$ cat config.mk
export PLATFORM = sky130hd
export DESIGN_NAME = multi_stack_shared_buffer
export DESIGN_NICKNAME = d
export VERILOG_FILES = /design/src/rtl/core/msb_pkg.sv /design/src/rtl/core/multi_stack_shared_buffer.sv /design/src/rtl/core/msb_entry_store.sv /design/src/rtl/core/msb_head_store.sv
export SDC_FILE = /design/constraint.sdc
export NUM_CORES = 1
export LEC_CHECK = 0
export ABC_AREA = 1
export BUFFER_PORTS_ARGS = -buffer_cell sky130_fd_sc_hd__buf_2
export CAP_MARGIN = 0
export CORE_MARGIN = 1.5
export CORE_UTILIZATION = 45
export DETAILED_ROUTE_END_ITERATION = 12
export PLACE_DENSITY_LB_ADDON = 0.12
export SYNTH_ARGS = -nofsm -noshare
export SYNTH_HDL_FRONTEND = slang
export SYNTH_SLANG_ARGS = --single-unit
$ cat constraint.sdc
create_clock -name clk -period 5.5 [get_ports clk]
set_input_delay 1.1 -clock clk [delete_from_list [all_inputs] [get_ports clk]]
set_output_delay 1.1 -clock clk [all_outputs]
set_load 0.005 [all_outputs]
$ cat src/rtl/core/msb_pkg.sv
// ---------------------------------------------------------------------------
// msb_pkg
// Shared sizes, codes and request types for the shared-buffer stack block.
// ---------------------------------------------------------------------------
package msb_pkg;

  localparam int ENTRIES = 16;
  localparam int STACKS  = 4;

  // entry index, and pointer that can also hold null (the value ENTRIES)
  localparam int IDX_W   = (ENTRIES > 1) ? $clog2(ENTRIES) : 1;
  localparam int PTR_W   = $clog2(ENTRIES + 1);
  localparam int HEAD_AW = (STACKS > 1) ? $clog2(STACKS) : 1;

  localparam int OP_W    = 2;
  localparam int SID_W   = 2;
  localparam int DATA_W  = 32;
  localparam int STAT_W  = 2;

  localparam logic [PTR_W-1:0] PTR_NIL = PTR_W'(ENTRIES);

  localparam logic [OP_W-1:0] OP_PUSH = 2'd0;
  localparam logic [OP_W-1:0] OP_POP  = 2'd1;
  localparam logic [OP_W-1:0] OP_PEEK = 2'd2;

  localparam logic [STAT_W-1:0] ST_DONE  = 2'd0;
  localparam logic [STAT_W-1:0] ST_FULL  = 2'd1;
  localparam logic [STAT_W-1:0] ST_EMPTY = 2'd2;

  // request to the entry store (data + link memories)
  typedef struct packed {
    logic                     link_rd_en;
    logic                     data_rd_en;
    logic [IDX_W-1:0]         rd_addr;
    logic                     link_wr_en;
    logic                     data_wr_en;
    logic [IDX_W-1:0]         wr_addr;
    logic [PTR_W-1:0]         link_wr_data;
    logic signed [DATA_W-1:0] data_wr_data;
  } entry_req_t;

  // request to the stack-head store
  typedef struct packed {
    logic               rd_en;
    logic [HEAD_AW-1:0] rd_addr;
    logic               wr_en;
    logic [HEAD_AW-1:0] wr_addr;
    logic [PTR_W-1:0]   wr_data;
  } head_req_t;

  function automatic logic is_entry(input logic [PTR_W-1:0] p);
    return p < PTR_NIL;
  endfunction

endpackage

$ cat src/rtl/core/multi_stack_shared_buffer.sv
// ---------------------------------------------------------------------------
// multi_stack_shared_buffer
// Several stacks sharing one entry store, chained by links, with a free list.
// ---------------------------------------------------------------------------
// Sequence: push, no-op and refused transactions give their result from
//   S_HEAD, successful pop and peek from S_LINK (head read, then a
//   read of the top entry's link or data from the entry store).
// Flow: a new transaction is accepted only in S_IDLE, not while the last
//   one is in flight; busy is high while one is in flight.
// Reset: synchronous, active low; all stacks empty, free list 0..ENTRIES-1.
//   No clearing pass: ready the cycle after reset. Receiver cannot stall.
// ---------------------------------------------------------------------------
module multi_stack_shared_buffer (
  input  logic                              clk,
  input  logic                              rst_n,
  input  logic                              start,
  output logic                              busy,
  input  logic [msb_pkg::OP_W-1:0]          in_op,
  input  logic [msb_pkg::SID_W-1:0]         in_stack_id,
  input  logic signed [msb_pkg::DATA_W-1:0] in_value,
  output logic                              out_valid,
  output logic [msb_pkg::STAT_W-1:0]        out_status,
  output logic signed [msb_pkg::DATA_W-1:0] out_top_value,
  output logic                              out_store_full,
  output logic                              out_stack_empty
);
  import msb_pkg::*;

  typedef enum logic [1:0] {
    S_IDLE,  // waiting for a transaction
    S_HEAD,  // stack head (and free-head link) read data is back
    S_LINK   // top entry's link (pop) or data (peek) is back
  } state_t;

  state_t                   state_r;
  logic [OP_W-1:0]          op_r;
  logic [SID_W-1:0]         sid_r;
  logic signed [DATA_W-1:0] val_r;
  logic                     vs_r;        // stack id names a real stack
  logic [PTR_W-1:0]         free_head_r, free_head_nxt;
  logic [PTR_W-1:0]         top_r;       // top entry of the addressed stack

  logic                     out_valid_r;
  logic [STAT_W-1:0]        out_status_r;
  logic signed [DATA_W-1:0] out_top_value_r;
  logic                     out_store_full_r;
  logic                     out_stack_empty_r;

  entry_req_t               ereq;
  head_req_t                hreq;
  logic [PTR_W-1:0]         link_rd;
  logic signed [DATA_W-1:0] data_rd;
  logic [PTR_W-1:0]         head_rd;
  logic                     accept;
  logic                     in_vs;

  assign accept = start && (state_r == S_IDLE);
  assign in_vs  = int'(in_stack_id) < STACKS;
  assign busy   = (state_r != S_IDLE);

  msb_entry_store u_entry (
    .clk          (clk),
    .rst_n        (rst_n),
    .req          (ereq),
    .link_rd_data (link_rd),
    .data_rd_data (data_rd)
  );

  msb_head_store u_head (
    .clk     (clk),
    .rst_n   (rst_n),
    .req     (hreq),
    .rd_data (head_rd)
  );

  // memory requests: reads issued at acceptance and in S_HEAD, writes land
  // on the closing edge of the transaction, so the next one sees them
  always_comb begin
    ereq              = '0;
    hreq              = '0;
    free_head_nxt     = free_head_r;
    ereq.data_wr_data = val_r;
    case (state_r)
      S_IDLE: begin
        hreq.rd_en   = accept && in_vs;
        hreq.rd_addr = HEAD_AW'(in_stack_id);
        // prefetch the link of the free head, needed by a push
        ereq.link_rd_en = accept && is_entry(free_head_r);
        ereq.rd_addr    = IDX_W'(free_head_r);
      end
      S_HEAD: begin
        if (op_r == OP_PUSH) begin
          if (vs_r && is_entry(free_head_r)) begin
            ereq.link_wr_en   = 1'b1;
            ereq.data_wr_en   = 1'b1;
            ereq.wr_addr      = IDX_W'(free_head_r);
            ereq.link_wr_data = head_rd;
            hreq.wr_en        = 1'b1;
            hreq.wr_addr      = HEAD_AW'(sid_r);
            hreq.wr_data      = free_head_r;
            free_head_nxt     = link_rd;
          end
        end else if (vs_r && is_entry(head_rd)) begin
          ereq.rd_addr    = IDX_W'(head_rd);
          ereq.link_rd_en = (op_r == OP_POP);
          ereq.data_rd_en = (op_r == OP_PEEK);
        end
      end
      S_LINK: begin
        if (op_r == OP_POP) begin
          // unlink top, return it to the free list head
          hreq.wr_en        = 1'b1;
          hreq.wr_addr      = HEAD_AW'(sid_r);
          hreq.wr_data      = link_rd;
          ereq.link_wr_en   = 1'b1;
          ereq.wr_addr      = IDX_W'(top_r);
          ereq.link_wr_data = free_head_r;
          free_head_nxt     = top_r;
        end
      end
      default: begin
        ereq = '0;
      end
    endcase
  end

  // sequencer with registered result
  always_ff @(posedge clk) begin
    if (!rst_n) begin
      state_r     <= S_IDLE;
      free_head_r <= '0;
      out_valid_r <= 1'b0;
    end else begin
      free_head_r <= free_head_nxt;
      out_valid_r <= 1'b0;
      case (state_r)
        S_IDLE: begin
          if (accept) begin
            op_r    <= in_op;
            sid_r   <= in_stack_id;
            val_r   <= in_value;
            vs_r    <= in_vs;
            state_r <= S_HEAD;
          end
        end
        S_HEAD: begin
          top_r             <= head_rd;
          out_top_value_r   <= '0;
          out_status_r      <= ST_DONE;
          out_store_full_r  <= !is_entry(free_head_r);
          out_stack_empty_r <= !vs_r || !is_entry(head_rd);
          out_valid_r       <= 1'b1;
          state_r           <= S_IDLE;
          case (op_r)
            OP_PUSH: begin
              if (!vs_r) begin
                out_status_r <= ST_EMPTY;
              end else if (!is_entry(free_head_r)) begin
                out_status_r <= ST_FULL;
              end else begin
                out_store_full_r  <= !is_entry(link_rd);
                out_stack_empty_r <= 1'b0;
              end
            end
            OP_POP, OP_PEEK: begin
              if (!vs_r || !is_entry(head_rd)) begin
                out_status_r <= ST_EMPTY;
              end else begin
                out_valid_r <= 1'b0;
                state_r     <= S_LINK;
              end
            end
            default: begin
              // no-op code: report current state only
              out_status_r <= ST_DONE;
            end
          endcase
        end
        S_LINK: begin
          out_valid_r       <= 1'b1;
          out_status_r      <= ST_DONE;
          state_r           <= S_IDLE;
          if (op_r == OP_POP) begin
            out_top_value_r   <= '0;
            out_store_full_r  <= 1'b0;
            out_stack_empty_r <= !is_entry(link_rd);
          end else begin
            out_top_value_r   <= data_rd;
            out_store_full_r  <= !is_entry(free_head_r);
            out_stack_empty_r <= 1'b0;
          end
        end
        default: begin
          state_r <= S_IDLE;
        end
      endcase
    end
  end

  assign out_valid       = out_valid_r;
  assign out_status      = out_status_r;
  assign out_top_value   = out_top_value_r;
  assign out_store_full  = out_store_full_r;
  assign out_stack_empty = out_stack_empty_r;

endmodule

$ cat src/rtl/core/msb_entry_store.sv
// ---------------------------------------------------------------------------
// msb_entry_store
// Entry data and link memories, registered read.
// ---------------------------------------------------------------------------
module msb_entry_store (
  input  logic                             clk,
  input  logic                             rst_n,
  input  msb_pkg::entry_req_t              req,
  output logic [msb_pkg::PTR_W-1:0]        link_rd_data,
  output logic signed [msb_pkg::DATA_W-1:0] data_rd_data
);
  import msb_pkg::*;

  logic signed [DATA_W-1:0] data_mem [ENTRIES];
  logic [PTR_W-1:0]         link_mem [ENTRIES];

  logic [PTR_W-1:0]         link_q;
  logic signed [DATA_W-1:0] data_q;
  logic [PTR_W-1:0]         rd_ptr_r;
  logic                     virgin_r;
  // entries at or above the fill mark were never linked: they still
  // point to the next index (last one to null)
  logic [PTR_W-1:0]         fill_r;
  logic [PTR_W-1:0]         fill_nxt;

  always_ff @(posedge clk) begin
    if (req.link_wr_en) begin
      link_mem[req.wr_addr] <= req.link_wr_data;
    end
    if (req.data_wr_en) begin
      data_mem[req.wr_addr] <= req.data_wr_data;
    end
    if (req.link_rd_en) begin
      link_q   <= link_mem[req.rd_addr];
      rd_ptr_r <= PTR_W'(req.rd_addr);
      virgin_r <= PTR_W'(req.rd_addr) >= fill_r;
    end
    if (req.data_rd_en) begin
      data_q <= data_mem[req.rd_addr];
    end
  end

  always_comb begin
    fill_nxt = fill_r;
    if (req.link_wr_en && (PTR_W'(req.wr_addr) == fill_r)) begin
      fill_nxt = fill_r + PTR_W'(1);
    end
  end

  always_ff @(posedge clk) begin
    if (!rst_n) begin
      fill_r <= '0;
    end else begin
      fill_r <= fill_nxt;
    end
  end

  assign link_rd_data = virgin_r ? (rd_ptr_r + PTR_W'(1)) : link_q;
  assign data_rd_data = data_q;

endmodule

$ cat src/rtl/core/msb_head_store.sv
// ---------------------------------------------------------------------------
// msb_head_store
// Per-stack top pointers, registered read, valid bits for reset.
// ---------------------------------------------------------------------------
module msb_head_store (
  input  logic                      clk,
  input  logic                      rst_n,
  input  msb_pkg::head_req_t        req,
  output logic [msb_pkg::PTR_W-1:0] rd_data
);
  import msb_pkg::*;

  logic [PTR_W-1:0]  head_mem [STACKS];
  logic [STACKS-1:0] vld_r;
  logic [PTR_W-1:0]  head_q;
  logic              vld_q;

  always_ff @(posedge clk) begin
    if (req.wr_en) begin
      head_mem[req.wr_addr] <= req.wr_data;
    end
    if (req.rd_en) begin
      head_q <= head_mem[req.rd_addr];
      vld_q  <= vld_r[req.rd_addr];
    end
  end

  always_ff @(posedge clk) begin
    if (!rst_n) begin
      vld_r <= '0;
    end else if (req.wr_en) begin
      vld_r[req.wr_addr] <= 1'b1;
    end
  end

  // an unwritten stack reads as empty
  assign rd_data = vld_q ? head_q : PTR_NIL;

endmodule

Word level (Yosys, flattened, before mapping)
Memories as Yosys holds them, arrays and structs flattened. A register that Yosys moved wholly into a read port is not among the register bits.
Index checks and enable logic that the tools add are counted.

word-level totals
  bits in registers = 100
  memory bits (writable) = 612
  input bits = 39
  output and inout port bits = 38
  word-level logic and storage cells = 110
  memories = 3

memories
  name              depth  width  rd ports  clocked after memory_dff  wr ports  line                   text
  u_entry.data_mem  16     32     1         1                         1         msb_entry_store.sv:14  logic signed [DATA_W-1:0] data_mem [ENTRIES];
  u_entry.link_mem  16     5      1         1                         1         msb_entry_store.sv:15  logic [PTR_W-1:0] link_mem [ENTRIES];
  u_head.head_mem   4      5      1         1                         1         msb_head_store.sv:13   logic [PTR_W-1:0] head_mem [STACKS];

operators by class
  add/sub/neg operators = 2
  magnitude comparators = 7
  eq/ne operators = 9
  muxes and demuxes = 55
  bitwise gates (word level) = 1
  reduce and logical (&&, ||, !) cells = 17

operators with widths
  operator                                                     number
  two-way mux 32 bit                                           2
  case mux 32 bit (2 select lines)                             1
  two-way mux 5 bit                                            5
  two-way mux 8 bit                                            3
  two-way mux 11 bit                                           2
  two-way mux 1 bit                                            20
  case mux 9 bit (2 select lines)                              1
  case mux 8 bit (2 select lines)                              1
  less-than comparator 5 bit (second input constant)           3
  two-way mux 6 bit                                            2
  case mux 2 bit (2 select lines)                              3
  case mux 1 bit (2 select lines)                              5
  case mux 5 bit (2 select lines)                              1
  two-way mux 9 bit                                            1
  two-way mux 2 bit                                            4
  inequality test 2 bit (second input constant)                4
  case mux 4 bit (2 select lines)                              1
  less-than comparator 2 x 3 -> 1 bit (second input constant)  2
  adder 4 x 1 -> 5 bit (second input constant)                 1
  adder 5 x 1 -> 5 bit (second input constant)                 1
  equality test 4 x 5 -> 1 bit                                 1
  greater-or-equal comparator 4 x 5 -> 1 bit                   1
  equality test 2 x 1 -> 1 bit (second input constant)         2
  equality test 2 bit (second input constant)                  2
  14 further kinds                                             22

Longest topological paths before layout
Gate-level depths: netlist (run 1).

  depth after elaboration = 9
  mapped depth = 15
  depth with buffers taken out = 15

Cells and area by module
Synthesis (run 1) repeated with hierarchy kept, for this count alone.

second synthesis, totals
  cell total of the unflattened synthesis = 2413
  area, all modules = 30255.3 um^2

modules (own cells, without submodules)
  module                     instances  cells an instance  area each (um^2)  seq. area each (um^2)
  msb_entry_store            1          1914               25246.7           19138.4
  multi_stack_shared_buffer  1          373                3752.3            2472.4
  msb_head_store             1          126                1256.2            860.8

Worst setup path after synthesis (run 1)
OpenSTA, ideal clock, no wires.

  path type = flip-flop to flip-flop
  start point = register op_r[0]
  end point = memory u_entry.data_mem[11][0] (enable)
  library setup time = 0.461 ns
  arrival = 3.615 ns
  required time = 5.039 ns
  slack = 1.424 ns
  stages on the path, launching flop included = 8
  path buffers = 1
  period minus slack after synthesis = 4.076 ns
  path through = edfxtp_1 inv_1 ha_1 inv_2 nor2_1 nand2_1 clkbuf_1 nor3_1

on the way
  cells in the longest elaborated chain, start to end = 5
  elaborated cells on any way between the ends = 8
  those cells by class = eq/ne: 1; mux: 6; reduce/logical: 1

ends and longest elaborated chain
  what                                     line                              text
  start, declared                          multi_stack_shared_buffer.sv:36   logic [OP_W-1:0] op_r;
  start signal, assigned                   multi_stack_shared_buffer.sv:139  op_r <= in_op;
  zero test 2 bit                          multi_stack_shared_buffer.sv:92   if (op_r == OP_PUSH) begin
  two-way mux 11 bit                       multi_stack_shared_buffer.sv:92
  two-way mux 1 bit                        multi_stack_shared_buffer.sv:83   case (state_r)
  two-way mux 1 bit                        msb_entry_store.sv:30             if (req.data_wr_en) begin
  two-way mux 1 bit (implied by the code)  msb_entry_store.sv:31             data_mem[req.wr_addr] <= req.data_wr_data;
  end, declared                            msb_entry_store.sv:14

Parallel ways exist; a longest one is shown, timed or not.

Final worst setup path (run 1)
  start point = register op_r[1]
  end point = register u_entry.link_q[4] (read register of u_entry.link_mem) (data pin)

on the way
  cells in the longest elaborated chain, start to end = 4
  elaborated cells on any way between the ends = 6
  those cells by class = eq/ne: 1; mux: 4; reduce/logical: 1

ends and longest elaborated chain
  what                             line                              text
  equality test 2 x 1 -> 1 bit     multi_stack_shared_buffer.sv:105  ereq.link_rd_en = (op_r == OP_POP);
  two-way mux 6 bit                multi_stack_shared_buffer.sv:103  end else if (vs_r && is_entry(head_rd)) begin
  two-way mux 6 bit (*)            multi_stack_shared_buffer.sv:92
  case mux 1 bit (2 select lines)  multi_stack_shared_buffer.sv:83
  end, declared                    msb_entry_store.sv:17             logic [PTR_W-1:0] link_q;

Mark *: on every way between the ends. The rest lies on a longest branch, timed or not.
A chain may end at the register's enable or synchronous reset.

==> run metrics, run 1 <==
largest net degree at the start of global routing=~220; status=complete, but fails checks; die footprint=69,400 um^2; Tcrit/Tclk final=0.681; Critical Path RT=about 6 ns; setup TNS=0 ns; post-route minimum period=about 3.7 ns; total vias in the final route=roughly 19,000; pin slew with the least headroom to its limit=1.70 ns; Rel. slew slack=-0.136; fill count=roughly 5,700; Detailed Routing Iterations Pass 1=5; post-synthesis cell type count=32; worst-path maximum fanout=about 120; total grt overflow=0; WP data arrival=between 4 and 5 ns; syn nets=around 2,400; final hold slack=0.471 ns; Root Driver=clkbuf_16; #FFs+latches synth=~750; failing checks=max-slew violations; vias in the first global route=18,300; Num CTS Buffers=around 80; initial antenna violation count=0; CTS tree=yes; Nets=~2,500; later-pin clock latency in the skew report=approximately 0.63 ns; crit end category=flop; CP Launch Type=flop; hold buffers post-CTS=0; Final Hold Fails=0; Routed WL per cell=between 20 and 25 um; TritonCTS Sinks=between 700 and 800; Via density=approximately 5.6; Post-Route WL=between 70,000 and 80,000 um; Die W=between 200 and 300 um; first-pass GRT wire length=around 120,000 um; DR DRC count=0; Final Skew=0.0267 ns; die extent in y=between 200 and 300 um; Post CTS Setup Buffer Count=0; Iter 0 DRT Violations=~1,600; post-synthesis sequential area ratio=0.736; hpwl dp=around 39,000 um; Fmax achieved=roughly 0.27 GHz; mapped cell area=30,500 um^2; mean post-synth cell area=~13 um^2; worst hold path class=reg2reg; pre-CTS setup slack=~1.8 ns; RSZ-0062 raised after global routing=no; Leakage Power=between 10 and 15 nW; crit path kind=reg2reg; ANT cells=0; Final ANT Viol Nets=0; row cnt=95; Total GRT Usage=0.228; max cap viols=0; Starting Density=0.454; Peak VDD IR=0.238 mV; number of port buffers=76; Worst Setup Slack, final=roughly 1.8 ns; Setup violations, final=0; CORE AREA=~67,000 um^2; CTS max path bufs=3; CTS H-tree lvls=3; YS warnings=0; RePlAce Congestion=about 0.87; Syn Inst Count=roughly 2,300; CTS-repair resized insts=0; io pins=between 70 and 80; clock slew at reported path FFs=roughly 0.06 ns; share of cells above drive strength 1=0.167; post-layout util=0.511; max-slew violation count=131; P per Cell Area=around 380 nW/um^2; Final Total Pwr=approximately 13 mW; Area Growth Syn to Fin=12.5%
registers in the layout (all words and copies together) (netlist names):
name / flops
u_entry.data_mem: 512
u_entry.link_mem: 80
out_top_value: 32
u_entry.data_rd_data: 32
val_r: 32
u_head.head_mem: 20
free_head_r: 5
top_r: 5
u_entry.fill_r: 5
u_entry.link_q: 5
u_head.head_q: 5
u_entry.rd_ptr_r: 4
u_head.vld_r: 4
op_r: 2
out_status: 2
sid_r: 2
state_r: 2
out_stack_empty: 1
out_store_full: 1
out_valid: 1
u_entry.virgin_r: 1
u_head.vld_q: 1
path summary, 6_finish.rpt:
path,startpoint,endpoint,slack (ns),cells past startpoint
max,op_r[1],u_entry.link_q[4],1.75,13
min,u_head.vld_r[2],u_head.vld_r[2],0.47,1
max reg2reg,op_r[1],u_entry.link_q[4],1.75,13
min reg2reg,u_head.vld_r[2],u_head.vld_r[2],0.47,1
cells by family after synthesis:
family | count (synthesis) | synth area share
fa+ha+maj | 14 | 0.00574
xor+xnor | 1 | 0.000287
compound gates | 356 | 0.0790
flops | 754 | 0.736
buf+inv | 333 | 0.0466
simple gates | 876 | 0.132
per-layer routing:
layer | GRT usage | share of wire | vias up
met4 | 0.0570 | 0.016 | 0
met3 | 0.0318 | 0.053 | 101
met5 | 0 | 0 | -
li1 | - | - | 8562
met1 | 0.321 | 0.45 | 9416
met2 | 0.374 | 0.48 | 542
stage by stage:
stage	std cells	area [um^2]
after global routing	3330	34300
after global placement	3188	31800
after floorplan	2334	30500
after CTS	3329	34300
after detailed placement	3188	31800
final	3330	34300
where the power goes:
group          leakage [nW]  internal [mW]  switching (mW)
sequential             6.71           6.41          0.0360
clock                  1.24           3.07            2.18
combinational          3.86          0.406           0.947
synth_stat cells (all sizes together):
cell type	count	share of area
a221oi	3	0.00086
a21oi	23	0.0038
o31ai	1	0.00025
a211oi	1	0.00025
a21boi	1	0.00025
nand4	9	0.0018
dfxtp	17	0.011
edfxtp	737	0.73
ha	14	0.0057
buf	96	0.017
o211ai	222	0.055
xor2	1	0.00029
clkinv	1	0.00012
nand3	238	0.039
o22ai	4	0.0013
o32ai	6	0.0017
o21a	6	0.0015
nand2	193	0.024
clkbuf	39	0.0048
o21ai	89	0.015
nor2	265	0.033
inv	197	0.024
nor3	22	0.0036
or2	149	0.031
final cells by class:
type / instances / area, um^2 / area share
Clock buffer: 99 / 2170 / 0.0631
Clock inverter: 42 / 354 / 0.0103
Inverter: 198 / 748 / 0.0218
Multi-Input combinational cell: 1247 / 6770 / 0.197
Sequential cell: 754 / 22500 / 0.654
Tap cell: 873 / 1090 / 0.0318
Timing Repair Buffer: 117 / 738 / 0.0215
layout by cell type (no fill, tap or decap), drive strengths merged:
master	synthesis	routed
a211oi	1	1
a21boi	1	1
a21oi	23	23
a221oi	3	3
buf	96	117
bufinv	0	6
clkbuf	39	99
clkinv	1	36
clkinvlp	0	1
dfxtp	17	17
edfxtp	737	737
ha	14	14
inv	197	197
nand2	193	193
nand3	238	238
nand4	9	9
nor2	265	265
nor3	22	22
o211ai	222	222
o21a	6	6
o21ai	89	89
o22ai	4	4
o31ai	1	1
o32ai	6	6
or2	149	149
xor2	1	1
critical path, stage by stage, from the launching register on:
cell and delay (ns):
edfxtp_1 0.44, inv_1 0.11, ha_1 0.28, inv_2 0.11, nand4_1 0.14, nand2_4 0.36
inv_6 0.89, buf_12 0.42, nor2_1 0.07, nor2_1 0.08, o21ai_0 0.12, nand3_1 0.10
nand3_1 0.16, nand2_1 0.13
(Power assumes the default switching activity.)
==> inputs of run 2 (changes only) <==
- clock period: 5.5 -> 3.08 ns (I/O delays scaled with it)
==> run 2 against run 1 <==
Compared with the run above: the flow now finishes without violations; non-clock buffer count rose by 42; fmax rose by 29%; first-iteration DRC count shrank 3.2%; critical path type unchanged; critical endpoint is now u_entry.link_mem[0][4]; largest cell class unchanged; largest power group unchanged; highest routed layer unchanged.
==> run metrics, run 2 (same netlist as run 1, synthesis figures left out) <==
CTS tree=yes; DR DRC count=0; crit path kind=reg2reg; max cap viols=0; Tcrit/Tclk final=0.941; ANT cells=0; Final Skew=between 0.02 and 0.025 ns; WP data arrival=3.15 ns; Largest regs=u_entry.data_mem (512), u_entry.link_mem (80); TritonCTS Sinks=around 750; Leakage Power=between 10 and 15 nW; Setup violations, final=0; Final ANT Viol Nets=0; hpwl dp=40,800 um; Critical Path RT=between 3 and 4 ns; Total GRT Usage=0.215; worst hold path class=in2reg; number of port buffers=76; CTS H-tree lvls=3; P per Cell Area=between 600 and 700 nW/um^2; Routed WL per cell=roughly 22 um; CP Launch Type=flop; largest net degree at the start of global routing=76; Final Total Pwr=roughly 23 mW; Hold Path Origin=in_value[26]; initial antenna violation count=0; DP Cell Count=roughly 3,200; Detailed Routing Iterations Pass 1=5; clock slew at reported path FFs=0.06 ns; share of cells above drive strength 1=0.177; die extent in y=263 um; most common cell after layout, fill and taps aside=edfxtp_1; Num CTS Buffers=81; first-pass GRT wire length=approximately 110,000 um; setup TNS=0 ns; launch point of the critical path=op_r[0]; fin cells=roughly 3,400; post-layout util=0.521; Post CTS Setup Buffer Count=0; vias in the first global route=approximately 18,000; RSZ-0062 raised after global routing=no; Root Driver=clkbuf_16; Die W=263 um; Post-Route WL=approximately 74,000 um; worst-path maximum fanout=6; CORE AREA=approximately 67,000 um^2; most frequent cells in the layout=737 x edfxtp_1, 262 x nor2_1, 237 x nand3_1; CTS max path bufs=3; Fmax achieved=between 0.3 and 0.4 GHz; Nets=approximately 2,500; Final Hold Fails=0; post-route minimum period=between 2 and 3 ns; io pins=77; Iter 0 DRT Violations=approximately 1,500; total vias in the final route=approximately 18,000; Final Cell Area=35,000 um^2; Critical R2R Launch=op_r[0]; Via density=about 5.4; max-slew violation count=0; crit end category=flop; die footprint=just under 70,000 um^2; total grt overflow=0; Cell Area, Placed=32,600 um^2; Top reg by flops=u_entry.data_mem; Peak VDD IR=between 0.4 and 0.5 mV; Rel. slew slack=0.244; Starting Density=0.454; Area Growth Syn to Fin=14.7%; later-pin clock latency in the skew report=between 0.6 and 0.7 ns; row cnt=95; status=completed; max reg flops=512; pin slew with the least headroom to its limit=around 1.1 ns; RePlAce Congestion=~0.89
run 2: changes by cell type in the layout (fill, tap and decap cells not counted), sizes merged:
| cell | delta |
|---|---|
| buf | +42 |
| bufinv | -4 |
| clkinv | -2 |
| clkinvlp | -1 |
| inv | +2 |
| clkbuf | +8 |
run 2: report_power, final:
group          internal [mW]  switching (mW)
Combinational          0.805            1.72
Clock                   5.14            3.87
Sequential              11.5          0.0573
run 2: path summary, 6_finish.rpt:
path,depth (start not counted),slack (ns),to
hold reg to reg,1,0.47,u_head.vld_r[1]
setup / recovery,9,0.18,u_entry.link_mem[0][4]
setup reg to reg,9,0.18,u_entry.link_mem[0][4]
hold / removal,1,0.16,val_r[26]
run 2: through the flow:
step / setup slack [ns] / hold slack [ns]
3_5_place_dp: 0.180 / 0.452
3_3_place_gp: 0.197 / 0.447
4_1_cts: 0.148 / 0.124
5_1_grt: 0.0361 / 0.137
6_report: 0.183 / 0.157
2_1_floorplan: -0.951 / 0.435
run 2: layout make-up:
type | instances | area (um^2)
flip-flops and latches | 754 | 22500
well taps | 873 | 1090
clock buffers | 107 | 2180
repair buffers | 159 | 1420
multi-input cells | 1247 | 6830
inverters | 198 | 748
fillers | 5672 | 32200
clock inverters | 37 | 256
run 2: repair_timing:
action,4_1_cts,5_1_grt
endpoints found under the setup margin,0,89
resized for setup,0,1
hold buffers,0,0
run 2: per-layer routing:
metal  global-route usage  vias up  wire (um)
li1                     -     8643          -
met1                0.304     9065      33400
met2                0.342      534      35100
met3               0.0342      113       4010
met4               0.0651        0       1600
met5                    0        -          0
run 2: critical path, cell delays in order (launching register included):
cell,delay (ns)
edfxtp_1,0.39
inv_1,0.08
ha_1,0.29
inv_2,0.14
nor2_1,0.09
nand3_1,0.12
nand2_1,0.19
nand2_1,0.17
nand2_1,0.32
nor3_1,0.72
